### src/design/fsd_pkg.sv
// Shared types, constants and configuration decode for the spectral derivative block.
`timescale 1ns / 1ps
package fsd_pkg;

   // Largest column length and the field widths of the datapath.
   localparam int MAX_LEN    = 4096;
   localparam int LEN_W      = 13;
   localparam int IDX_W      = 12;
   localparam int DATA_W     = 32;
   localparam int SCALE_W    = 32;
   localparam int NORM_W     = 31;
   localparam int ORDER_W    = 3;
   localparam int TREAT_W    = 2;
   localparam int W_W        = LEN_W + SCALE_W;
   localparam int NORM_SHIFT = 30;
   localparam int STEP_SHIFT = 24;
   localparam int MAX_ORDER  = 4;

   // Register port geometry.
   localparam int CSR_AW    = 5;
   localparam int CSR_DW    = 32;
   localparam int REG_IDX_W = 3;

   // Register indexes.
   localparam logic [REG_IDX_W-1:0] REG_ORDER   = 3'd0;
   localparam logic [REG_IDX_W-1:0] REG_TREAT   = 3'd1;
   localparam logic [REG_IDX_W-1:0] REG_FULL    = 3'd2;
   localparam logic [REG_IDX_W-1:0] REG_DEALIAS = 3'd3;
   localparam logic [REG_IDX_W-1:0] REG_SCALE   = 3'd4;
   localparam logic [REG_IDX_W-1:0] REG_NORM    = 3'd5;

   // Rules for the k-equal-zero columns; code zero applies the normal rule.
   localparam logic [TREAT_W-1:0] TREAT_PASS   = 2'd1;
   localparam logic [TREAT_W-1:0] TREAT_NEGATE = 2'd2;
   localparam logic [TREAT_W-1:0] TREAT_MEAN   = 2'd3;

   // Register reset values.
   localparam logic [ORDER_W-1:0] ORDER_RST   = 3'd1;
   localparam logic [TREAT_W-1:0] TREAT_RST   = 2'd0;
   localparam logic [LEN_W-1:0]   FULL_RST    = 13'd4096;
   localparam logic [LEN_W-1:0]   DEALIAS_RST = 13'd4096;
   localparam logic [SCALE_W-1:0] SCALE_RST   = 32'h0100_0000;
   localparam logic [NORM_W-1:0]  NORM_RST    = 31'h4000_0000;

   localparam logic [LEN_W-1:0]   LEN_MAX   = LEN_W'(MAX_LEN);
   localparam logic [LEN_W-1:0]   LEN_MIN   = 13'd2;
   localparam logic [ORDER_W-1:0] ORDER_MAX = ORDER_W'(MAX_ORDER);

   // Input transaction.
   typedef struct packed {
      logic signed [DATA_W-1:0] coef_re;
      logic signed [DATA_W-1:0] coef_im;
      logic [IDX_W-1:0]         mode_index;
      logic                     zero_k_column;
   } req_type;

   // Result transaction.
   typedef struct packed {
      logic signed [DATA_W-1:0] out_re;
      logic signed [DATA_W-1:0] out_im;
   } rsp_type;

   // Complex value inside the pipeline.
   typedef struct packed {
      logic signed [DATA_W-1:0] re;
      logic signed [DATA_W-1:0] im;
   } cpx_type;

   // Per-item control that travels alongside the data.
   typedef struct packed {
      logic           neg;
      logic           deriv;
      logic           kneg;
      logic [W_W-1:0] w;
   } ctl_type;

   // Operation select for one multiply-round unit.
   typedef struct packed {
      logic mag_neg;
      logic neg_a;
      logic neg_b;
      logic swap;
      logic bypass;
   } op_type;

   // Decoded configuration, held in registers by the register block.
   typedef struct packed {
      logic [ORDER_W-1:0] order;
      logic [TREAT_W-1:0] treat;
      logic [LEN_W-1:0]   m_lim;
      logic [LEN_W-1:0]   pos_m;
      logic [LEN_W-1:0]   pos_d;
      logic [LEN_W-1:0]   neg_start;
      logic [LEN_W-1:0]   neg_half;
      logic [SCALE_W-1:0] scale;
      logic [NORM_W-1:0]  norm;
   } cfg_type;

   // Clamp the lengths and the order and work out the band edges.
   function automatic cfg_type fsd_derive(
      input logic [ORDER_W-1:0] order,
      input logic [TREAT_W-1:0] treat,
      input logic [LEN_W-1:0]   full,
      input logic [LEN_W-1:0]   dealias,
      input logic [SCALE_W-1:0] scale,
      input logic [NORM_W-1:0]  norm
   );
      cfg_type          c;
      logic [LEN_W-1:0] len;
      logic [LEN_W-1:0] dlen;
      if (full > LEN_MAX) begin
         len = LEN_MAX;
      end else if (full < LEN_MIN) begin
         len = LEN_MIN;
      end else begin
         len = full;
      end
      dlen        = (dealias > len) ? len : dealias;
      c.order     = (order > ORDER_MAX) ? ORDER_MAX : order;
      c.treat     = treat;
      c.m_lim     = len;
      c.neg_half  = len >> 1;
      c.pos_m     = len - (len >> 1);
      c.pos_d     = dlen - (dlen >> 1);
      c.neg_start = len - (dlen >> 1);
      c.scale     = scale;
      c.norm      = norm;
      return c;
   endfunction

endpackage

### src/design/fsd_index.sv
// Wavenumber decode, dealias masking and wavenumber scaling, two pipeline stages.
`timescale 1ns / 1ps
module fsd_index (
   input  logic              clock,
   input  logic              reset,
   input  logic              in_valid,
   output logic              in_ready,
   input  fsd_pkg::req_type  in_data,
   input  fsd_pkg::cfg_type  cfg,
   output logic              out_valid,
   input  logic              out_ready,
   output fsd_pkg::cpx_type  out_data,
   output fsd_pkg::ctl_type  out_ctl
);
   import fsd_pkg::*;

   logic             a_en, b_en;
   logic             a_valid_ff, b_valid_ff;
   cpx_type          a_data_ff, a_data_in;
   logic             a_neg_ff, a_neg_in;
   logic             a_deriv_ff, a_deriv_in;
   logic             a_kneg_ff, a_kneg_in;
   logic [LEN_W-1:0] a_kmag_ff, a_kmag_in;
   cpx_type          b_data_ff;
   ctl_type          b_ctl_ff, b_ctl_in;
   logic [LEN_W-1:0] m;
   logic             keep;
   logic             at_edge;

   assign b_en     = ~b_valid_ff | out_ready;
   assign a_en     = ~a_valid_ff | b_en;
   assign in_ready = a_en;

   // Classify the position and pick the wavenumber magnitude and sign.
   always_comb begin
      m          = LEN_W'(in_data.mode_index);
      at_edge    = (m == '0) || (m == cfg.pos_m);
      keep       = 1'b0;
      a_neg_in   = 1'b0;
      a_deriv_in = 1'b0;
      a_kneg_in  = 1'b0;
      a_kmag_in  = '0;
      if (m >= cfg.m_lim) begin
         keep = 1'b0;
      end else if (in_data.zero_k_column && at_edge &&
                   (cfg.treat inside {TREAT_PASS, TREAT_NEGATE})) begin
         keep     = 1'b1;
         a_neg_in = (cfg.treat == TREAT_NEGATE);
      end else if (in_data.zero_k_column && (cfg.treat == TREAT_MEAN)) begin
         if (m == '0) begin
            keep       = 1'b1;
            a_deriv_in = 1'b1;
         end else if (m == cfg.pos_m) begin
            keep       = 1'b1;
            a_deriv_in = 1'b1;
            a_kmag_in  = cfg.neg_half;
            a_kneg_in  = 1'b1;
         end
      end else if (m < cfg.pos_m) begin
         if (m < cfg.pos_d) begin
            keep       = 1'b1;
            a_deriv_in = 1'b1;
            a_kmag_in  = m;
         end
      end else if (m >= cfg.neg_start) begin
         keep       = 1'b1;
         a_deriv_in = 1'b1;
         a_kmag_in  = cfg.m_lim - m;
         a_kneg_in  = 1'b1;
      end
      // A dropped coefficient becomes zero and stays zero downstream.
      if (keep) begin
         a_data_in = cpx_type'{re: in_data.coef_re, im: in_data.coef_im};
      end else begin
         a_data_in = '0;
      end
   end

   // Scaled wavenumber w = k * scale, exact in Q.24.
   always_comb begin
      b_ctl_in.neg   = a_neg_ff;
      b_ctl_in.deriv = a_deriv_ff;
      b_ctl_in.kneg  = a_kneg_ff;
      b_ctl_in.w     = W_W'(a_kmag_ff) * W_W'(cfg.scale);
   end

   always_ff @(posedge clock) begin
      if (reset) begin
         a_valid_ff <= 1'b0;
         b_valid_ff <= 1'b0;
      end else begin
         if (a_en) begin
            a_valid_ff <= in_valid;
         end
         if (b_en) begin
            b_valid_ff <= a_valid_ff;
         end
      end
   end

   always_ff @(posedge clock) begin
      if (a_en) begin
         a_data_ff  <= a_data_in;
         a_neg_ff   <= a_neg_in;
         a_deriv_ff <= a_deriv_in;
         a_kneg_ff  <= a_kneg_in;
         a_kmag_ff  <= a_kmag_in;
      end
      if (b_en) begin
         b_data_ff <= a_data_ff;
         b_ctl_ff  <= b_ctl_in;
      end
   end

   assign out_valid = b_valid_ff;
   assign out_data  = b_data_ff;
   assign out_ctl   = b_ctl_ff;

endmodule

### config.mk
export PLATFORM = sky130hd
export DESIGN_NAME = fsd_index
export DESIGN_NICKNAME = d
export VERILOG_FILES = /design/src/design/fsd_pkg.sv /design/src/design/fsd_index.sv
export SDC_FILE = /design/constraint.sdc
export NUM_CORES = 1
export LEC_CHECK = 0
export ABC_AREA = 1
export BUFFER_PORTS_ARGS = -buffer_cell sky130_fd_sc_hd__buf_2
export CAP_MARGIN = 10
export CORE_MARGIN = 2
export CORE_UTILIZATION = 40
export DETAILED_ROUTE_END_ITERATION = 8
export PLACE_DENSITY = 0.66
export SYNTH_ARGS = -nofsm -noshare
export SYNTH_HDL_FRONTEND = slang
export SYNTH_SLANG_ARGS = --single-unit
### constraint.sdc
create_clock -name clock -period 11.9 [get_ports clock]
set_input_delay 1.19 -clock clock [delete_from_list [all_inputs] [get_ports clock]]
set_output_delay 1.19 -clock clock [all_outputs]
set_load 0.02 [all_outputs]
**Word level (Yosys, flattened, before mapping)**

Index checks and enable logic that the tools add are counted.

- $add $sub $neg: 1
- Multipliers: 1
- Divide/modulo/power cells: 0
- Order comparisons: 4
- Eq/ne operators: 4
- Shift-type cells: 0
- Muxes and demuxes: 17
- Bitwise gates (word level): 5
- Reduce and logical (&&, ||, !) cells: 8

Operators by type and width:

| operator | number |
|---|---|
| 13-bit 2-to-1 mux | 5 |
| 13-bit by 32-bit multiplier with 45-bit output | 1 |
| 12-bit by 13-bit greater-or-equal comparator with 1-bit output | 2 |
| 12-bit by 13-bit less-than comparator with 1-bit output | 2 |
| 12-bit by 13-bit == test with 1-bit output | 1 |
| 13-bit by 12-bit subtractor with 13-bit output | 1 |
| 12-bit logical NOT | 1 |
| 12-bit 2-to-1 mux | 1 |
| 1-bit 2-to-1 mux | 11 |
| 2-bit == test (second input constant) | 2 |
| 2-bit OR reduction | 2 |
| 1-bit logical AND | 3 |
| 1-bit inverter | 3 |
| 2-bit by 1-bit == test with 1-bit output (second input constant) | 1 |
| 1-bit OR | 2 |
| 2-bit nonzero test | 1 |
| 1-bit logical OR | 1 |

- Bits in registers: 194
- Latch bits: 0
- RAM bits: 0
- ROM bits: 0
- Input port bits: 214
- Memories: 0

**Depth between registers and ports, before layout**

- Word-level depth: 6
- Gate-level depth with buffers: 25

**Worst setup path after synthesis**

No wires, ideal clock.

- Path kind: input -> register
- From: input port cfg[61] in the netlist's numbering
- To: register b_ctl_ff (netlist bit out_ctl[42]) (data pin)
- Setup time: 252 ps
- Arrival time: 5,384 ps
- Path slack: 6,263 ps
- Cell stages on the path: 20
- Buffers on the path: 1
- Cells stage by stage: clkbuf_1 nand2_1 fa_1 inv_1 fa_1 fa_1 fa_1 inv_1 fa_1 inv_1 ha_1 a21oi_1 nor2_1 nor2_1 a21boi_0 nor2_1 nor2_1 nand2_1 nand2_1 nand2_1

RTL lines:

| item | RTL line | RTL |
|---|---|---|
| start, declared | fsd_index.sv:9 | `input fsd_pkg::cfg_type cfg,` |
| end signal, assigned | fsd_index.sv:111 | `b_ctl_ff <= b_ctl_in;` |
| end, declared | fsd_index.sv:25 | `ctl_type b_ctl_ff, b_ctl_in;` |

==> results.txt <==
status: complete, no violations
vias in the first global route: 18100
clk sinks: 194
Antenna Nets Post-Route: 0
synthesized netlist cell count: 2696
CTS Buffer Depth: 2
EDFF count, synth: 192
cell count after placement: 3682
GPL Wtd Cong: 0.898
synth cell count leaders: inv_1, nand2_1, fa_1
Design Area, Final: 25800 um2
ys async rst share: 0%
post-layout util: 45.7%
Clock Pin Slew Worst Setup and Hold Paths: 0.08 ns
total power: 0.00536 W
power density cells: 208 nW/um2
via count: 17200
gr usage total: 20.2%
Slew headroom: 27.8%
Fin Setup TNS: 0 ns
initial DRC count: 1034
Final Hold Vio Count: 0
Rows: 87
starting density of the core: 40.7%
TritonRoute pass-1 iters: 5
critical path class: primary input to flip-flop
Avg Cell Area, Syn: 8.54 um2
share of the synthesized area in the top cell type: 28.8%
Layout area overhead: 12.3%
Post-Route WL: 57.1 mm
Pleak: 14.6 nW
fin crit share: 48.7%
Critical Path End Type: flip-flop
RSZ-0062 raised after global routing: no
max cap viols: 0
Hold-fix buffers, CTS: 0
Post-Syn Area: 23000 um2
startpoint types: primary input
fill count: 5564
setup violators final: 0
r2r setup slk: 6.26 ns
Via density: 4.62
worst min path class: flip-flop to flip-flop
count leader, synth: inv_1
final cell count without fillers: 3719
Main synth FF type: edfxtp_1
drt wl/cell: 15.4 um
Post-CTS Resized: 0
r2r endpoint: out_ctl[37]$_DFFE_PP_
layout cells sized above 1: 14.8%
worst-path fanout max: 13
H-tree depth: 4
Die X: 244 um
io pins: 328
hold_sp: a_data_ff[21]$_SDFFCE_PN0P_
worst slew pin tran: 1.08 ns
Max Clock Freq: 173 MHz
height of the die: 244 um
die footprint: 59500 um2
Worst Hold End: out_data[21]$_DFFE_PP_
grt ovf: 0
sequential area share after synthesis: 25.2%
worst r2r path cells: 19
peak supply drop: 0.171 mV
#FFs+latches synth: 194
Hold Path Depth: 0
global-route wire length before repair: 94.6 mm
I/O Buffers: 293
Yosys top cell by area: fa_1
syn_nets: 3380
CTS root buf: clkbuf_16
CTS tree: yes
DP HPWL: 45.0 mm
Nets: 3629
postcts setup bufs: 0
clock buffer count from CTS: 17
yosys synthesis warning count: 0
Tmin final: 5.80 ns
top cells by area, synth: fa_1, edfxtp_1, inv_1
Worst Skew: 0.0165 ns
distinct cell type count after synthesis: 45
CP required: 12.11 ns
initial antenna violation count: 9
Residual DRC: 0
largest net degree at the start of global routing: 73
area of placed instances: 25200 um2
clk_lat worst skew: 0.47 ns
WP data arrival: 6.00 ns
Crit Reg-Reg Startpoint: a_kmag_ff[9]$_SDFFCE_PP0P_
final max-slew violation count: 0
core area: 56600 um2
-- metrics by stage --
step	hold WS (ns)	setup WS, ns
6_report	0.421	6.10
5_1_grt	0.425	5.87
4_1_cts	0.420	6.24
3_5_place_dp	0.405	5.73
3_3_place_gp	0.400	5.72
2_1_floorplan	0.400	6.26
-- power by group --
group | total, W | internal, W | switching [W]
registers | 0.00106 | 0.00102 | 0.0000336
clock network | 0.000628 | 0.000302 | 0.000326
logic | 0.00368 | 0.00125 | 0.00243
total | 0.00536 | 0.00257 | 0.00279
-- flip-flops by register name, indices dropped and copies added, names as in the netlist --
name and flops:
out_valid 1, a_data_ff 64, a_kmag_ff 13, a_neg_ff 1, a_kneg_ff 1, out_ctl 48, a_valid_ff 1, a_deriv_ff 1
out_data 64
-- placed cells by master (no fill, tap or decap), types with 41 or more instances in the layout --
master	n
a21oi_1	70
buf_2	293
edfxtp_1	192
fa_1	331
ha_1	139
inv_1	791
nand2_1	694
nand3_1	65
nor2_1	117
nor2_4	62
o21ai_0	41
-- how the worst max path moves through the flow --
stage / cells after the start / endpoint / start / slack (ns)
floorplan: 20 / out_ctl[42]$_DFFE_PP_ / cfg[61] / 6.26
global placement: 19 / out_ctl[37]$_DFFE_PP_ / cfg[40] / 5.72
detailed placement: 21 / out_ctl[37]$_DFFE_PP_ / cfg[46] / 5.73
CTS: 19 / out_ctl[38]$_DFFE_PP_ / cfg[41] / 6.24
global route: 19 / out_ctl[42]$_DFFE_PP_ / cfg[53] / 5.87
finish: 21 / out_ctl[37]$_DFFE_PP_ / cfg[46] / 6.10
-- metal layers --
metal / up-vias / GRT usage [%] / wire length (um)
met4: 10 / 6.12 / 1230
met2: 476 / 36.8 / 29700
li1: 8342 / - / -
met3: 77 / 3.64 / 3460
met5: - / 0 / 55
met1: 8293 / 24.2 / 22700
-- cell families (layout without fill, tap and decap cells) --
group,after synthesis,in the layout,synth area share (%)
compound gates,131,131,3.07
fa+ha+maj,470,470,36.4
simple gates,993,993,19.4
xor+xnor,30,30,1.14
flops,194,194,25.2
other cells,0,5,0
buf+inv,878,1140,14.8
-- critical path: stages --
cell     delay (ns)
buf_2          0.21
nand2_1        0.09
inv_1          0.06
fa_1           0.53
inv_1          0.05
fa_1           0.48
inv_1          0.06
fa_1           0.51
fa_1           0.54
inv_1          0.04
fa_1           0.53
inv_1          0.06
ha_1           0.34
a21oi_1        0.31
o21ai_0        0.16
a21oi_1        0.27
nand3_1        0.22
nand2_1        0.13
nand2_1        0.06
nand2_1        0.06
nand2_1        0.07
-- layout make-up --
cell class                 count  area [um2]  area share (%)
multi-input combinational   1624       13800            53.5
sequential                   194        5810            22.5
inverter                     799        3000            11.6
timing repair buffer         309        1590            6.14
tap                          756         946            3.66
clock buffer                  17         425            1.65
clock inverter                15         243           0.939
antenna                        5        12.5          0.0484
Power figures use the tool's default switching activity.
