==> src/design/fsd_pkg.sv <==
// Shared types, constants and configuration decode for the spectral derivative block.
`timescale 1ns / 1ps
package fsd_pkg;

   // Largest column length and the field widths of the datapath.
   localparam int MAX_LEN    = 4096;
   localparam int LEN_W      = 13;
   localparam int IDX_W      = 12;
   localparam int DATA_W     = 32;
   localparam int SCALE_W    = 32;
   localparam int NORM_W     = 31;
   localparam int ORDER_W    = 3;
   localparam int TREAT_W    = 2;
   localparam int W_W        = LEN_W + SCALE_W;
   localparam int NORM_SHIFT = 30;
   localparam int STEP_SHIFT = 24;
   localparam int MAX_ORDER  = 4;

   // Register port geometry.
   localparam int CSR_AW    = 5;
   localparam int CSR_DW    = 32;
   localparam int REG_IDX_W = 3;

   // Register indexes.
   localparam logic [REG_IDX_W-1:0] REG_ORDER   = 3'd0;
   localparam logic [REG_IDX_W-1:0] REG_TREAT   = 3'd1;
   localparam logic [REG_IDX_W-1:0] REG_FULL    = 3'd2;
   localparam logic [REG_IDX_W-1:0] REG_DEALIAS = 3'd3;
   localparam logic [REG_IDX_W-1:0] REG_SCALE   = 3'd4;
   localparam logic [REG_IDX_W-1:0] REG_NORM    = 3'd5;

   // Rules for the k-equal-zero columns; code zero applies the normal rule.
   localparam logic [TREAT_W-1:0] TREAT_PASS   = 2'd1;
   localparam logic [TREAT_W-1:0] TREAT_NEGATE = 2'd2;
   localparam logic [TREAT_W-1:0] TREAT_MEAN   = 2'd3;

   // Register reset values.
   localparam logic [ORDER_W-1:0] ORDER_RST   = 3'd1;
   localparam logic [TREAT_W-1:0] TREAT_RST   = 2'd0;
   localparam logic [LEN_W-1:0]   FULL_RST    = 13'd4096;
   localparam logic [LEN_W-1:0]   DEALIAS_RST = 13'd4096;
   localparam logic [SCALE_W-1:0] SCALE_RST   = 32'h0100_0000;
   localparam logic [NORM_W-1:0]  NORM_RST    = 31'h4000_0000;

   localparam logic [LEN_W-1:0]   LEN_MAX   = LEN_W'(MAX_LEN);
   localparam logic [LEN_W-1:0]   LEN_MIN   = 13'd2;
   localparam logic [ORDER_W-1:0] ORDER_MAX = ORDER_W'(MAX_ORDER);

   // Input transaction.
   typedef struct packed {
      logic signed [DATA_W-1:0] coef_re;
      logic signed [DATA_W-1:0] coef_im;
      logic [IDX_W-1:0]         mode_index;
      logic                     zero_k_column;
   } req_type;

   // Result transaction.
   typedef struct packed {
      logic signed [DATA_W-1:0] out_re;
      logic signed [DATA_W-1:0] out_im;
   } rsp_type;

   // Complex value inside the pipeline.
   typedef struct packed {
      logic signed [DATA_W-1:0] re;
      logic signed [DATA_W-1:0] im;
   } cpx_type;

   // Per-item control that travels alongside the data.
   typedef struct packed {
      logic           neg;
      logic           deriv;
      logic           kneg;
      logic [W_W-1:0] w;
   } ctl_type;

   // Operation select for one multiply-round unit.
   typedef struct packed {
      logic mag_neg;
      logic neg_a;
      logic neg_b;
      logic swap;
      logic bypass;
   } op_type;

   // Decoded configuration, held in registers by the register block.
   typedef struct packed {
      logic [ORDER_W-1:0] order;
      logic [TREAT_W-1:0] treat;
      logic [LEN_W-1:0]   m_lim;
      logic [LEN_W-1:0]   pos_m;
      logic [LEN_W-1:0]   pos_d;
      logic [LEN_W-1:0]   neg_start;
      logic [LEN_W-1:0]   neg_half;
      logic [SCALE_W-1:0] scale;
      logic [NORM_W-1:0]  norm;
   } cfg_type;

   // Clamp the lengths and the order and work out the band edges.
   function automatic cfg_type fsd_derive(
      input logic [ORDER_W-1:0] order,
      input logic [TREAT_W-1:0] treat,
      input logic [LEN_W-1:0]   full,
      input logic [LEN_W-1:0]   dealias,
      input logic [SCALE_W-1:0] scale,
      input logic [NORM_W-1:0]  norm
   );
      cfg_type          c;
      logic [LEN_W-1:0] len;
      logic [LEN_W-1:0] dlen;
      if (full > LEN_MAX) begin
         len = LEN_MAX;
      end else if (full < LEN_MIN) begin
         len = LEN_MIN;
      end else begin
         len = full;
      end
      dlen        = (dealias > len) ? len : dealias;
      c.order     = (order > ORDER_MAX) ? ORDER_MAX : order;
      c.treat     = treat;
      c.m_lim     = len;
      c.neg_half  = len >> 1;
      c.pos_m     = len - (len >> 1);
      c.pos_d     = dlen - (dlen >> 1);
      c.neg_start = len - (dlen >> 1);
      c.scale     = scale;
      c.norm      = norm;
      return c;
   endfunction

endpackage

==> src/design/fsd_csr.sv <==
// Configuration registers with an APB-style port and the decoded configuration.
`timescale 1ns / 1ps
module fsd_csr (
   input  logic                         clock,
   input  logic                         reset,
   input  logic                         psel,
   input  logic                         penable,
   input  logic                         pwrite,
   input  logic [fsd_pkg::CSR_AW-1:0]   paddr,
   input  logic [fsd_pkg::CSR_DW-1:0]   pwdata,
   output logic [fsd_pkg::CSR_DW-1:0]   prdata,
   output logic                         pready,
   output fsd_pkg::cfg_type             cfg
);
   import fsd_pkg::*;

   logic [ORDER_W-1:0]   deriv_order_ff, deriv_order_in;
   logic [TREAT_W-1:0]   treatment_ff, treatment_in;
   logic [LEN_W-1:0]     full_length_ff, full_length_in;
   logic [LEN_W-1:0]     dealias_length_ff, dealias_length_in;
   logic [SCALE_W-1:0]   wave_scale_ff, wave_scale_in;
   logic [NORM_W-1:0]    norm_factor_ff, norm_factor_in;
   cfg_type              cfg_ff, cfg_in;
   logic                 wr_en;
   logic [REG_IDX_W-1:0] reg_sel;

   assign pready  = 1'b1;
   assign wr_en   = psel & penable & pwrite;
   assign reg_sel = paddr[CSR_AW-1:2];

   // Register write decode.
   always_comb begin
      deriv_order_in    = deriv_order_ff;
      treatment_in      = treatment_ff;
      full_length_in    = full_length_ff;
      dealias_length_in = dealias_length_ff;
      wave_scale_in     = wave_scale_ff;
      norm_factor_in    = norm_factor_ff;
      if (wr_en) begin
         case (reg_sel)
            REG_ORDER:   deriv_order_in    = pwdata[ORDER_W-1:0];
            REG_TREAT:   treatment_in      = pwdata[TREAT_W-1:0];
            REG_FULL:    full_length_in    = pwdata[LEN_W-1:0];
            REG_DEALIAS: dealias_length_in = pwdata[LEN_W-1:0];
            REG_SCALE:   wave_scale_in     = pwdata[SCALE_W-1:0];
            REG_NORM:    norm_factor_in    = pwdata[NORM_W-1:0];
            default: begin
            end
         endcase
      end
      // The decoded copy follows the new values in the same cycle.
      cfg_in = fsd_derive(deriv_order_in, treatment_in, full_length_in,
                          dealias_length_in, wave_scale_in, norm_factor_in);
   end

   always_ff @(posedge clock) begin
      if (reset) begin
         deriv_order_ff    <= ORDER_RST;
         treatment_ff      <= TREAT_RST;
         full_length_ff    <= FULL_RST;
         dealias_length_ff <= DEALIAS_RST;
         wave_scale_ff     <= SCALE_RST;
         norm_factor_ff    <= NORM_RST;
         cfg_ff            <= fsd_derive(ORDER_RST, TREAT_RST, FULL_RST,
                                         DEALIAS_RST, SCALE_RST, NORM_RST);
      end else begin
         deriv_order_ff    <= deriv_order_in;
         treatment_ff      <= treatment_in;
         full_length_ff    <= full_length_in;
         dealias_length_ff <= dealias_length_in;
         wave_scale_ff     <= wave_scale_in;
         norm_factor_ff    <= norm_factor_in;
         cfg_ff            <= cfg_in;
      end
   end

   // Read back the raw register values.
   always_comb begin
      case (reg_sel)
         REG_ORDER:   prdata = CSR_DW'(deriv_order_ff);
         REG_TREAT:   prdata = CSR_DW'(treatment_ff);
         REG_FULL:    prdata = CSR_DW'(full_length_ff);
         REG_DEALIAS: prdata = CSR_DW'(dealias_length_ff);
         REG_SCALE:   prdata = CSR_DW'(wave_scale_ff);
         REG_NORM:    prdata = CSR_DW'(norm_factor_ff);
         default:     prdata = '0;
      endcase
   end

   assign cfg = cfg_ff;

endmodule

==> config.mk <==
export PLATFORM = sky130hd
export DESIGN_NAME = fsd_csr
export DESIGN_NICKNAME = d
export VERILOG_FILES = /design/src/design/fsd_pkg.sv /design/src/design/fsd_csr.sv
export SDC_FILE = /design/constraint.sdc
export NUM_CORES = 1
export LEC_CHECK = 0
export BUFFER_PORTS_ARGS = -buffer_cell sky130_fd_sc_hd__buf_2
export CAP_MARGIN = 15
export CORE_MARGIN = 2
export CORE_UTILIZATION = 48
export DETAILED_ROUTE_END_ITERATION = 10
export PLACE_DENSITY_LB_ADDON = 0.25
export REMOVE_ABC_BUFFERS = 1
export SYNTH_ARGS = -nofsm -noshare
export SYNTH_HDL_FRONTEND = slang
export SYNTH_SLANG_ARGS = --single-unit
==> constraint.sdc <==
create_clock -name clock -period 5.81 [get_ports clock]
set_input_delay 0.2905 -clock clock [delete_from_list [all_inputs] [get_ports clock]]
set_output_delay 0.2905 -clock clock [all_outputs]
set_load 0.01 [all_outputs]
# --- After elaboration in Yosys (flattened, before gate mapping) ---
# Cells that the tools add are included.
# Widths: inputs -> output; s select.
totals:
  ff_bits: 162
  latchBits: 0
  ram_bits: 0
  romBits: 0
  in_bits: 42
  output_inout_bits: 166
  word_cells: 47
  memories: 0
op_classes:
  addsub: 3
  multipliers: 0
  div: 0
  magnitude_cmp: 4
  eq_ne: 5
  shift: 0
  mux: 17
  bitwise: 2
  reduce_logical: 2
op_table:
  columns: ["operator", "n"]
  rows:
  - ["$pmux 32 s6", 1]
  - ["$mux 13", 7]
  - ["$mux 32", 2]
  - ["$mux 31", 2]
  - ["$sub 13x12->13", 3]
  - ["$gt 13x13->1", 1]
  - ["$gt 13x13->1 const B", 1]
  - ["$lt 13x2->1 const B", 1]
  - ["$mux 3", 3]
  - ["$eq 3x2->1 const B", 2]
  - ["$eq 3x3->1 const B", 2]
  - ["$mux 2", 2]
  - ["$eq 3x1->1 const B", 1]
  - ["$gt 3x3->1 const B", 1]
  - ["$logic_not 3->1", 1]
  - ["$and 1x1->1", 2]
  - ["$reduce_or 2->1", 1]

# --- Longest topological paths before layout ---
# Gate-level depths: netlist of run 1.
depth:
  depth_word: 9
  ltp_mapped: 23
  ltp_nobuf: 22

# --- Worst setup path before layout of run 1 ---
# Ideal clock, no wire load.
synth_path:
  path_type: "in2reg"
  from: "input paddr[2] in the netlist's numbering"
  to: "register cfg_ff, in the netlist cfg[86]"
  setup_time_ns: 0.121
  t_arrival_ns: 5.294
  required_ns: 5.689
  path_slack_ns: 0.396
  path_stages: 22
  path_buffers: 2
  cell_sequence: "buf_2 -> nor3_4 -> mux2i_1 -> a21oi_4 -> or2_4 -> ha_1 -> and3_1 -> nand4_1 -> a31oi_1 -> a2111oi_2 -> o21bai_2 -> buf_4 -> mux2i_1 -> ha_1 -> inv_1 -> fa_1 -> a21o_1 -> a21oi_1 -> nor2b_1 -> o31a_1 -> o21ai_1 -> mux2_2"
synth_via:
  elab_chain_len: 9
  elab_cells_between_ends: 13
  cone_classes: "1 x add/sub; 3 x order compare; 2 x eq/ne; 7 x mux"
synth_lines:
  columns: ["item", "line", "source"]
  rows:
  - ["start, declared", "fsd_csr.sv:9", "input logic [fsd_pkg::CSR_AW-1:0] paddr,"]
  - ["$eq 3x2->1", "fsd_csr.sv:40", "case (reg_sel)"]
  - ["$mux 13", "fsd_csr.sv:40", null]
  - ["$mux 13", "fsd_csr.sv:39", "if (wr_en) begin"]
  - ["$lt 13x2->1", "fsd_pkg.sv:113", "end else if (full < LEN_MIN) begin"]
  - ["$mux 13", "fsd_pkg.sv:113", null]
  - ["$mux 13", "fsd_pkg.sv:111", "if (full > LEN_MAX) begin"]
  - ["$gt 13x13->1", "fsd_pkg.sv:118", "dlen = (dealias > len) ? len : dealias;"]
  - ["$mux 13", "fsd_pkg.sv:118", null]
  - ["$sub 13x12->13 *", "fsd_pkg.sv:125", "c.neg_start = len - (dlen >> 1);"]
  - ["end signal, assigned", "fsd_csr.sv:64", "cfg_ff <= fsd_derive(ORDER_RST, TREAT_RST, FULL_RST,"]
  - ["end signal, assigned", "fsd_csr.sv:73", "cfg_ff <= cfg_in;"]
  - ["end, declared", "fsd_csr.sv:23", "cfg_type cfg_ff, cfg_in;"]
# Mark *: on every way between the ends. The rest lies on a longest branch, timed or not.
# A chain may end at the register's enable or synchronous reset.

# --- Worst setup path after layout of run 1 ---
layout_path:
  from: "register full_length_ff[1]"
  to: "register cfg_ff, in the netlist cfg[101]"
layout_via:
  elab_chain_len: 8
  elab_cells_between_ends: 9
  cone_classes: "1 x add/sub; 3 x order compare; 5 x mux"
layout_lines:
  columns: ["item", "line", "source"]
  rows:
  - ["start, declared", "fsd_csr.sv:19", "logic [LEN_W-1:0] full_length_ff, full_length_in;"]
  - ["start signal, assigned", "fsd_csr.sv:69", "full_length_ff <= full_length_in;"]
  - ["$mux 13", "fsd_csr.sv:40", null]
  - ["$mux 13 *", "fsd_csr.sv:39", null]
  - ["$lt 13x2->1", "fsd_pkg.sv:113", null]
  - ["$mux 13", "fsd_pkg.sv:113", null]
  - ["$mux 13 *", "fsd_pkg.sv:111", null]
  - ["$gt 13x13->1", "fsd_pkg.sv:118", null]
  - ["$mux 13 *", "fsd_pkg.sv:118", null]
  - ["$sub 13x12->13 *", "fsd_pkg.sv:124", "c.pos_d = dlen - (dlen >> 1);"]
# Marks and branches as above.

==> out/summary.txt, run 1 <==
Outcome = finished, final reports clean
Crit path arrival time = 5.86 ns
# hold bufs at CTS = 0
Sequential area share after synthesis = 37.6%
Postcts setup bufs = 0
Final Non-Filler Cells = 1349
FF+latch area = 0.00296 sq mm
Combinational Power Share = 12.7%
Overall Global Routing Usage = 23.1%
Final period utilization = 94.8%
Internal power = 1.79 mW
Avg Vias per Cell = 5.18
Worst rel slew slack = 48.6%
Drt initial violations = 403
Unrepaired setup endpoints after global routing = false
Async SR Flop Fraction = 0%
XOR/XNOR share of the synthesized area = 1.11%
Area post-placement = 0.00912 sq mm
Inserted Clock Buffers = 17
Minimum clock period = 5.51 ns
Clock Power Share = 44.0%
CTS tree = done
First-pass GRT wire length = 32.5 mm
Most used routing layer = met2
Die Y = 132 um
Type of origin of the critical path = flip-flop
Lkg Pwr = 4.68 nW
Hpwl dp = 15.1 mm
Antenna Nets Post-Route = 0
Post-synth EDFFs = 0
# placed instances = 1317
Max stage delay on crit path = 0.45 ns
Ys flop type = dfxtp_1
Slew @ Worst Pin = 0.771 ns
Cell Pwr Density = 251 mW/mm^2
Initial antenna violation count = 0
Layout area overhead = 23.2%
Main combinational cell family by area after synthesis = simple AND/OR/NAND/NOR gates
IO Pins = 208
Post-synthesis simple-gate area fraction = 19.7%
Clock Pin Slew Worst Setup and Hold Paths = 0.07 ns
Share of Yosys cell area claimed by the top area cell type = 37.6%
Cell chain of the critical path = nor4_2 > nand3_1 > mux2i_2 > a21oi_4 > or2_4 > ha_1 > and3_1 > nand4_1 > a31oi_1 > a2111oi_2 > o21bai_2 > buf_4 > mux2_2 > ha_1 > nor2b_1 > o31a_1 > o211ai_1 > a21oi_1 > or3_1 > mux2i_1
Max Cap Violations = 0
Synth Area in Adders = 8.54%
Fillers = 1449
Register bit total from synthesis = 148
Peak supply drop = 0.000195 V
Maximum clock insertion buffer count = 2
Met3 usage = 4.96%
Crit. End Element = flip-flop
Final std cell area, no fill = 0.00971 sq mm
Met1 Use GR = 30.7%
Buf+Inv Stages, Crit Path = 1
Largest net degree at the start of global routing = 79
Synth warnings = 0
Site row count = 46
GRT Residual Overflow = 0
Switch share = 26.5%
Fmax = 0.182 GHz
CTS root buffer = clkbuf_16
Worst Path Required = 6.17 ns
Post-synthesis cell type count = 62
Crit Path Class = reg -> reg
Starting Density = 49.4%
Final #Nets = 1214
Top cells by area, synth = dfxtp_1 (38%), mux2i_1 (12%), ha_1 (7.8%)
Sink Count = 148
Mean Syn Cell Area = 8.51 sq um
Drt wl/cell = 15.3 um
Endpoints failing setup = 0
Total Routed Length = 20.7 mm
CP dominant cell by count = ha_1
Reg power frac = 43.2%
Multi-input gate area = 0.00449 sq mm
Die ar. = 0.0175 sq mm
Fin Clk Skew = 0.0150 ns
Slowest cell on the critical path = a2111oi_2
Mux cell area share after synthesis = 14.6%
Cell Area, Synth = 0.00788 sq mm
Switch Pwr = 0.644 mW
Drt pass-1 iters = 5
Hold_ws = 0.0852 ns
Cell taking the most area after synthesis = dfxtp_1
Commonest non-fill, non-tap cells in the layout = buf_2 (202), dfxtp_1 (148), nand2_1 (140)
Hold Violations, Final = 0
Commonest non-fill, non-tap cell in the layout = buf_2
CP top delay family = compound AO/OA/AOI/OAI gates
Port bufs = 203
Hold Path Class = in -> reg
Number of global-route vias before repair = 6368
DRC = 0
Worst skew pair latency = 0.43 ns
Critical-path maximum fanout = 10
Core ar. = 0.0159 sq mm
Routed vias = 6984
Share of cells above drive strength 1 = 28.2%
Cell count after synthesis = 926
# diodes = 0
H-tree depth = 4
Final Max Slew Viols = 0
Die span in x = 132 um
Complex-gate fraction of the synthesized area = 12.8%
GPL Wtd Cong = 0.877
GRT met2 Usage = 37.5%
Total power = 2.43 mW
[power groups by stage]
stage	clock (mW)	combinational, mW	sequential (mW)
after global routing	1.14	0.337	1.05
after detailed placement	0	0.308	1.07
after CTS	1.09	0.310	1.05
after global placement	0	0.306	1.07
final	1.07	0.310	1.05
after floorplan	0	0.167	1.09
[worst reg2reg max path: stages, from the launching register on]
cell	delay (ns)
dfxtp_1	0.38
nor4_2	0.31
nand3_1	0.15
mux2i_2	0.27
a21oi_4	0.15
or2_4	0.30
ha_1	0.31
and3_1	0.20
nand4_1	0.15
a31oi_1	0.09
a2111oi_2	0.45
o21bai_2	0.29
buf_4	0.25
mux2_2	0.37
ha_1	0.32
nor2b_1	0.17
o31a_1	0.28
o211ai_1	0.36
a21oi_1	0.13
or3_1	0.35
mux2i_1	0.13
[final cells by class]
type	instances	share of cell area [%]
clock inverters	14	1.49
multi-input cells	682	46.2
flip-flops and latches	148	30.5
repair buffers	238	13.2
clock buffers	18	4.52
well taps	216	2.78
inverters	33	1.28
[through the flow]
step	util (%)	worst slack, ns	setup TNS, ns
6_report	60.9	0.301	0
5_1_grt	60.9	0.00546	0
4_1_cts	60.9	0.296	0
3_5_place_dp	57.2	0.150	0
3_3_place_gp	57.2	0.270	0
2_1_floorplan	-	-0.190	-0.247
[cell families (layout without fill, tap and decap cells)]
kind of cell / after synthesis / after routing
other cells: 2 / 2
flops: 148 / 148
mux: 111 / 111
xor+xnor: 10 / 10
simple gates: 340 / 340
buf+inv: 96 / 303
compound gates: 167 / 167
fa+ha+maj: 52 / 52
[metal layers]
metal	share of wire [%]	vias up
met3	4.9	26
met4	1.5	0
met5	0	-
met1	46	3218
met2	47	189
li1	-	3551
[synthesized netlist by cell type, drive strengths merged (4+ instances only)]
cell type,n
nand4,6
mux2,17
clkbuf,33
nor2,102
o21ai,24
nand3,11
o31ai,4
nand2,140
buf,30
or3,7
ha,49
nor3,14
dfxtp,148
inv,33
nor2b,23
xnor2,5
nor4,4
a211oi,4
a21oi,81
o21a,6
xor2,5
or2,15
o22ai,14
o21bai,4
mux2i,93
nand2b,9
a21o,11
[state kept, by name, summed over array words and instances, names as in the netlist]
register and flops:
full_length_ff 13, dealias_length_ff 13, cfg 119, deriv_order_ff 3
[worst paths after layout]
path         depth (start not counted)  slack (ns)                          from                    to
max                                 20        0.30  full_length_ff[1]$_SDFF_PP0_   cfg[101]$_SDFF_PP0_
min                                  3        0.09                    pwdata[24]  cfg[55]$_SDFFE_PP1P_
max reg2reg                         20        0.30  full_length_ff[1]$_SDFF_PP0_   cfg[101]$_SDFF_PP0_
min reg2reg                          2        0.47          cfg[35]$_SDFFE_PP0P_  cfg[35]$_SDFFE_PP0P_
[timing repair]
action,4_1_cts,5_1_grt
setup endpoints to repair,0,3
hold endpoints to repair,0,0
gates resized for setup,0,1
Note: power is estimated with default switching activity, not from simulation.
==> inputs of run 2 (changes only) <==
- CELL_PAD_IN_SITES_DETAIL_PLACEMENT: default -> 1
- CELL_PAD_IN_SITES_GLOBAL_PLACEMENT: default -> 2
- CORE_UTILIZATION: 48 -> 28
==> out/summary.txt, run 2 (synthesis results as in run 1) <==
Hold_ws = 0.0863 ns (+0.00111 ns)
Inserted Clock Buffers = 17 (unchanged)
Routed vias = 7078 (+1.3%)
DRC = 0 (unchanged)
Combinational Power Share = 13.2% (+0.5 points)
Switch share = 28.1% (+1.6 points)
GRT Residual Overflow = 0 (unchanged)
Total Routed Length = 25.6 mm (+24%)
Drt wl/cell = 16.9 um (+10%)
Post-Place Worst Slack = 0.156 ns (+0.00684 ns)
Antenna Nets Post-Route = 0 (unchanged)
Commonest non-fill, non-tap cell in the layout = buf_2
Clock Power Share = 43.9% (about the same)
Worst rel slew slack = 41.7% (-6.9 points)
Crit Path Class = reg -> reg
Hold Violations, Final = 0 (unchanged)
Clock Pin Slew Worst Setup and Hold Paths = 0.07 ns (about the same)
Minimum clock period = 5.37 ns (-0.141 ns)
Crit path arrival time = 5.72 ns (-0.14 ns)
Final Non-Filler Cells = 1520 (+13%)
R2r worst-path depth = 20 (unchanged)
Endpoints failing setup = 0 (unchanged)
Maximum clock insertion buffer count = 2 (unchanged)
Worst Path Required = 6.16 ns (about the same)
Die Y = 172 um (+30%)
Critical-path maximum fanout = 16 (+6)
Type of origin of the critical path = flip-flop
Final #Nets = 1223 (+0.74%)
Fmax = 0.186 GHz (+2.6%)
Drt pass-1 iters = 4 (-1)
Hpwl dp = 19.3 mm (+28%)
Share of cells above drive strength 1 = 28.9% (+0.65 points)
Final Core Density = 36.0% (-25 points)
Final period utilization = 92.4% (-2.4 points)
Crit. End Element = flip-flop
Worst skew pair latency = 0.43 ns (about the same)
Die ar. = 0.0295 sq mm (+69%)
Unrepaired setup endpoints after global routing = false
CTS tree = done
Cell Pwr Density = 245 mW/mm^2 (-2.0%)
# placed instances = 1487 (+13%)
Max reg flops = 119 (unchanged)
Commonest non-fill, non-tap cells in the layout = buf_2 (202), dfxtp_1 (148), nand2_1 (140)
Overall Global Routing Usage = 17.5% (-5.6 points)
Lkg Pwr = 4.72 nW (+0.86%)
Slew @ Worst Pin = 0.875 ns (+0.104 ns)
Largest net degree at the start of global routing = 83 (+5.1%)
CTS root buffer = clkbuf_16
Hold Path Class = in -> reg
# diodes = 0 (unchanged)
Number of global-route vias before repair = 7116 (+12%)
Starting Density = 28.4% (-21 points)
GPL Wtd Cong = 0.792 (-9.7%)
H-tree depth = 4 (unchanged)
Die span in x = 172 um (+30%)
Final Worst Setup Slack = 0.442 ns (+0.141 ns)
Avg Vias per Cell = 4.66 (-10%)
Initial antenna violation count = 1 (+1)
Peak supply drop = 0.000140 V (-28%)
First-pass GRT wire length = 39.9 mm (+23%)
Switch Pwr = 0.689 mW (+7.0%)
Layout area overhead = 26.8%
Max Cap Violations = 0 (unchanged)
Final Max Slew Viols = 0 (unchanged)
Port bufs = 203 (unchanged)
Drt initial violations = 259 (-36%)
Internal power = 1.76 mW (-1.4%)
Fin Clk Skew = 0.0116 ns (-0.00331 ns)
Core ar. = 0.0278 sq mm (+74%)
R2R setup slack = 0.44 ns (+0.14 ns)
IO Pins = 208 (unchanged)
Outcome = finished, final reports clean
Sink Count = 148 (unchanged)
Hold Crit Depth = 3 (unchanged)
Reg power frac = 42.8% (-0.4 points)
Site row count = 61 (+33%)
-- run 2: final timing paths --
check	from	endpoint
max	full_length_ff[11]$_SDFF_PP0_	cfg[101]$_SDFF_PP0_
min reg2reg	cfg[21]$_SDFFE_PP0P_	cfg[21]$_SDFFE_PP0P_
min	pwdata[24]	cfg[55]$_SDFFE_PP1P_
max reg2reg	full_length_ff[11]$_SDFF_PP0_	cfg[101]$_SDFF_PP0_
-- run 2: what timing repair did --
action	in CTS	in global routing
buffers inserted	0	1
setup endpoints to repair	0	4
resized for setup	0	2
hold buffers	0	0
-- run 2: power by group through the flow --
stage / Combinational [mW] / Sequential (mW) / Clock (mW)
floorplan: 0.167 / 1.09 / 0
global placement: 0.323 / 1.07 / 0
detailed placement: 0.325 / 1.07 / 0
CTS: 0.328 / 1.05 / 1.12
global route: 0.358 / 1.05 / 1.16
finish: 0.324 / 1.05 / 1.08
-- run 2: layout make-up --
class | count | area, sq um
fillers | 3397 | 17800
multi-input cells | 682 | 4500
flip-flops and latches | 148 | 2960
repair buffers | 247 | 1370
well taps | 378 | 473
clock buffers | 19 | 453
inverters | 33 | 124
clock inverters | 13 | 114
-- run 2: worst max-delay path, cell delays in order, from the launching register on --
cell	delay (ns)
dfxtp_1	0.33
nor4_2	0.34
nand3_1	0.16
mux2i_2	0.27
a21oi_4	0.15
or2_4	0.31
ha_1	0.33
and3_1	0.20
o21ai_0	0.08
a31oi_1	0.12
a2111oi_2	0.40
o21bai_2	0.24
buf_4	0.32
mux2_2	0.39
ha_1	0.38
a21o_1	0.22
a21o_1	0.22
a21o_1	0.22
a21o_1	0.19
or3_1	0.30
mux2i_1	0.12
-- run 2: through the flow --
step	setup TNS (ns)	total power, mW	instance area [sq um]
6_report	0	2.45	10000
5_1_grt	0	2.57	10000
4_1_cts	0	2.50	9980
3_5_place_dp	0	1.40	9410
3_3_place_gp	0	1.40	9410
2_1_floorplan	-0.247	1.25	7560
-- run 2: metal layers --
metal	share of wire (%)	track usage, %	routed length, um	vias up
met4	1.1	4.60	287	2
met1	47	22.9	12200	3317
met2	47	29.7	12000	176
li1	-	-	-	3560
met3	4.8	2.99	1230	23
met5	0.062	0	16	-
==> inputs of run 3 (changes only) <==
- ABC_CLOCK_PERIOD_IN_PS: default -> 5810
- PLACE_DENSITY: default -> 0.75
- PLACE_DENSITY_LB_ADDON: 0.25 -> default
==> out/summary.txt, run 3 (synthesis results as in run 1) <==
PostCTS Resize Cnt = 0 (unchanged)
Final Worst Setup Slack = 0.402 ns (-0.0399 ns)
Area post-placement = 0.00937 sq mm (-0.40%)
Final period utilization = 93.1% (+0.69 points)
Fmax = 0.185 GHz (-0.74%)
Multi-input gate area = 0.00448 sq mm (-0.25%)
# placed instances = 1482 (-0.34%)
Sink Count = 148 (unchanged)
Overall Global Routing Usage = 17.7% (+0.22 points)
Inserted Clock Buffers = 17 (unchanged)
Max reg flops = 119 (unchanged)
Outcome = finished, final reports clean
Final std cell area, no fill = 0.0100 sq mm (+0.30%)
Hpwl dp = 19.4 mm (+0.61%)
CTS tree = done
First-pass GRT wire length = 40.0 mm (+0.24%)
R2R setup slack = 0.40 ns (-0.04 ns)
Site row count = 61 (unchanged)
# hold bufs at CTS = 0 (unchanged)
Layout area overhead = 27.2%
Post-Place Worst Slack = 0.187 ns (+0.0307 ns)
IO Pins = 208 (unchanged)
Drt pass-1 iters = 4 (unchanged)
GRT Residual Overflow = 0 (unchanged)
Core ar. = 0.0278 sq mm (unchanged)
Antenna Nets Post-Route = 0 (unchanged)
Type of origin of the critical path = flip-flop
R2r worst-path depth = 21 (+5.0%)
Hold Path Class = in -> reg
Cell Pwr Density = 262 mW/mm^2 (+6.8%)
Max Cap Violations = 0 (unchanged)
Min-delay src = pwdata[31]
Drt wl/cell = 17.3 um (+2.3%)
Share of cells above drive strength 1 = 28.3% (-0.64 points)
Final Core Density = 36.1% (+0.11 points)
Clock Pin Slew Worst Setup and Hold Paths = 0.06 ns (about the same)
Endpoints failing setup = 0 (unchanged)
Number of global-route vias before repair = 7261 (+2.0%)
Total Routed Length = 26.1 mm (+1.9%)
Drt initial violations = 324 (+25%)
Worst hold path endpoint = cfg[62]$_SDFFE_PP0P_
Starting Density = 28.4% (unchanged)
Avg Vias per Cell = 4.68 (+0.58%)
Worst skew pair latency = 0.43 ns (about the same)
Lkg Pwr = 4.74 nW (+0.43%)
H-tree depth = 4 (unchanged)
Commonest non-fill, non-tap cells in the layout = buf_2 (202), dfxtp_1 (148), nand2_1 (140)
Fillers = 3358 (-1.1%)
GPL Wtd Cong = 0.820 (+3.6%)
CTS root buffer = clkbuf_16
Routed vias = 7091 (+0.18%)
R2r startpoint = full_length_ff[1]$_SDFF_PP0_
Hold Violations, Final = 0 (unchanged)
Peak supply drop = 0.000131 V (-6.7%)
Die ar. = 0.0295 sq mm (unchanged)
Hold Crit Depth = 3 (unchanged)
Die span in x = 172 um (unchanged)
FF+latch area = 0.00296 sq mm (unchanged)
Minimum clock period = 5.41 ns (+0.0399 ns)
Final #Nets = 1217 (-0.49%)
Port bufs = 203 (unchanged)
Worst rel slew slack = 58.4% (+17 points)
DRC = 0 (unchanged)
Initial antenna violation count = 0 (-1)
# diodes = 0 (unchanged)
Fin Clk Skew = 0.0113 ns (-0.000318 ns)
Critical-path maximum fanout = 10 (-6)
Final Non-Filler Cells = 1514 (-0.39%)
Commonest non-fill, non-tap cell in the layout = buf_2
Final Max Slew Viols = 0 (unchanged)
Crit path arrival time = 5.72 ns (about the same)
Worst Path Required = 6.12 ns (-0.04 ns)
Die Y = 172 um (unchanged)
Worst R2R End = cfg[86]$_SDFF_PP0_
Total power = 2.63 mW (+7.2%)
Maximum clock insertion buffer count = 2 (unchanged)
Unrepaired setup endpoints after global routing = false
Crit Path Class = reg -> reg
Slew @ Worst Pin = 0.624 ns (-0.251 ns)
Postcts setup bufs = 0 (unchanged)
Crit. End Element = flip-flop
Largest net degree at the start of global routing = 59 (-29%)
## run 3: changes by cell type in the layout (fill, tap and decap cells not counted), sizes merged
cell | previous run | this run
buf | 247 | 241
bufinv | 0 | 5
clkinvlp | 4 | 1
inv | 40 | 37
clkinv | 2 | 4
clkbuf | 19 | 18
## run 3: layer usage
layer | share of wire [%] | global-route usage (%) | up-vias
met5 | 0 | 0 | -
met4 | 1.6 | 4.71 | 0
met3 | 4.7 | 3.15 | 24
met2 | 47 | 30.3 | 165
met1 | 47 | 22.9 | 3349
li1 | - | - | 3553
## run 3: final cells by class
cell class | instances | area share, %
clock buffers | 18 | 4.28
clock inverters | 14 | 2.23
inverters | 33 | 1.24
multi-input cells | 682 | 44.7
flip-flops and latches | 148 | 29.6
well taps | 378 | 4.72
repair buffers | 241 | 13.3
## run 3: critical path, cell delays in order (launching register included)
cell,delay [ns]
dfxtp_1,0.37
nor4_1,0.34
nand3_1,0.17
mux2i_2,0.27
a21oi_4,0.15
or2_4,0.31
ha_1,0.33
and3_1,0.20
o21ai_0,0.09
a31oi_1,0.12
a2111oi_2,0.38
o21bai_2,0.25
mux2i_1,0.33
ha_1,0.22
inv_1,0.05
fa_1,0.40
a21o_1,0.18
a21oi_1,0.22
nor2b_1,0.11
o31a_1,0.30
o21ai_1,0.17
mux2_2,0.35
## run 3: per-stage QoR
step	hold slack, ns	setup TNS (ns)
after floorplan	0.357	-0.247
after global placement	0.454	0
after detailed placement	0.462	0
after CTS	0.0882	0
after global routing	0.103	0
final	0.103	0
## run 3: how the worst max path moves through the flow
stage | startpoint | to | depth (start not counted)
2_1_floorplan | paddr[4] | cfg[86]$_SDFF_PP0_ | 21
3_3_place_gp | paddr[4] | cfg[86]$_SDFF_PP0_ | 22
3_5_place_dp | psel | cfg[86]$_SDFF_PP0_ | 22
4_1_cts | full_length_ff[1]$_SDFF_PP0_ | cfg[86]$_SDFF_PP0_ | 21
5_1_grt | full_length_ff[1]$_SDFF_PP0_ | cfg[86]$_SDFF_PP0_ | 21
6_report | full_length_ff[1]$_SDFF_PP0_ | cfg[86]$_SDFF_PP0_ | 21
## run 3: power by group
| part | switching (mW) | total, mW | internal, mW |
|---|---|---|---|
| logic | 0.185 | 0.325 | 0.139 |
| registers | 0.00910 | 1.05 | 1.04 |
| clock network | 0.483 | 1.25 | 0.770 |
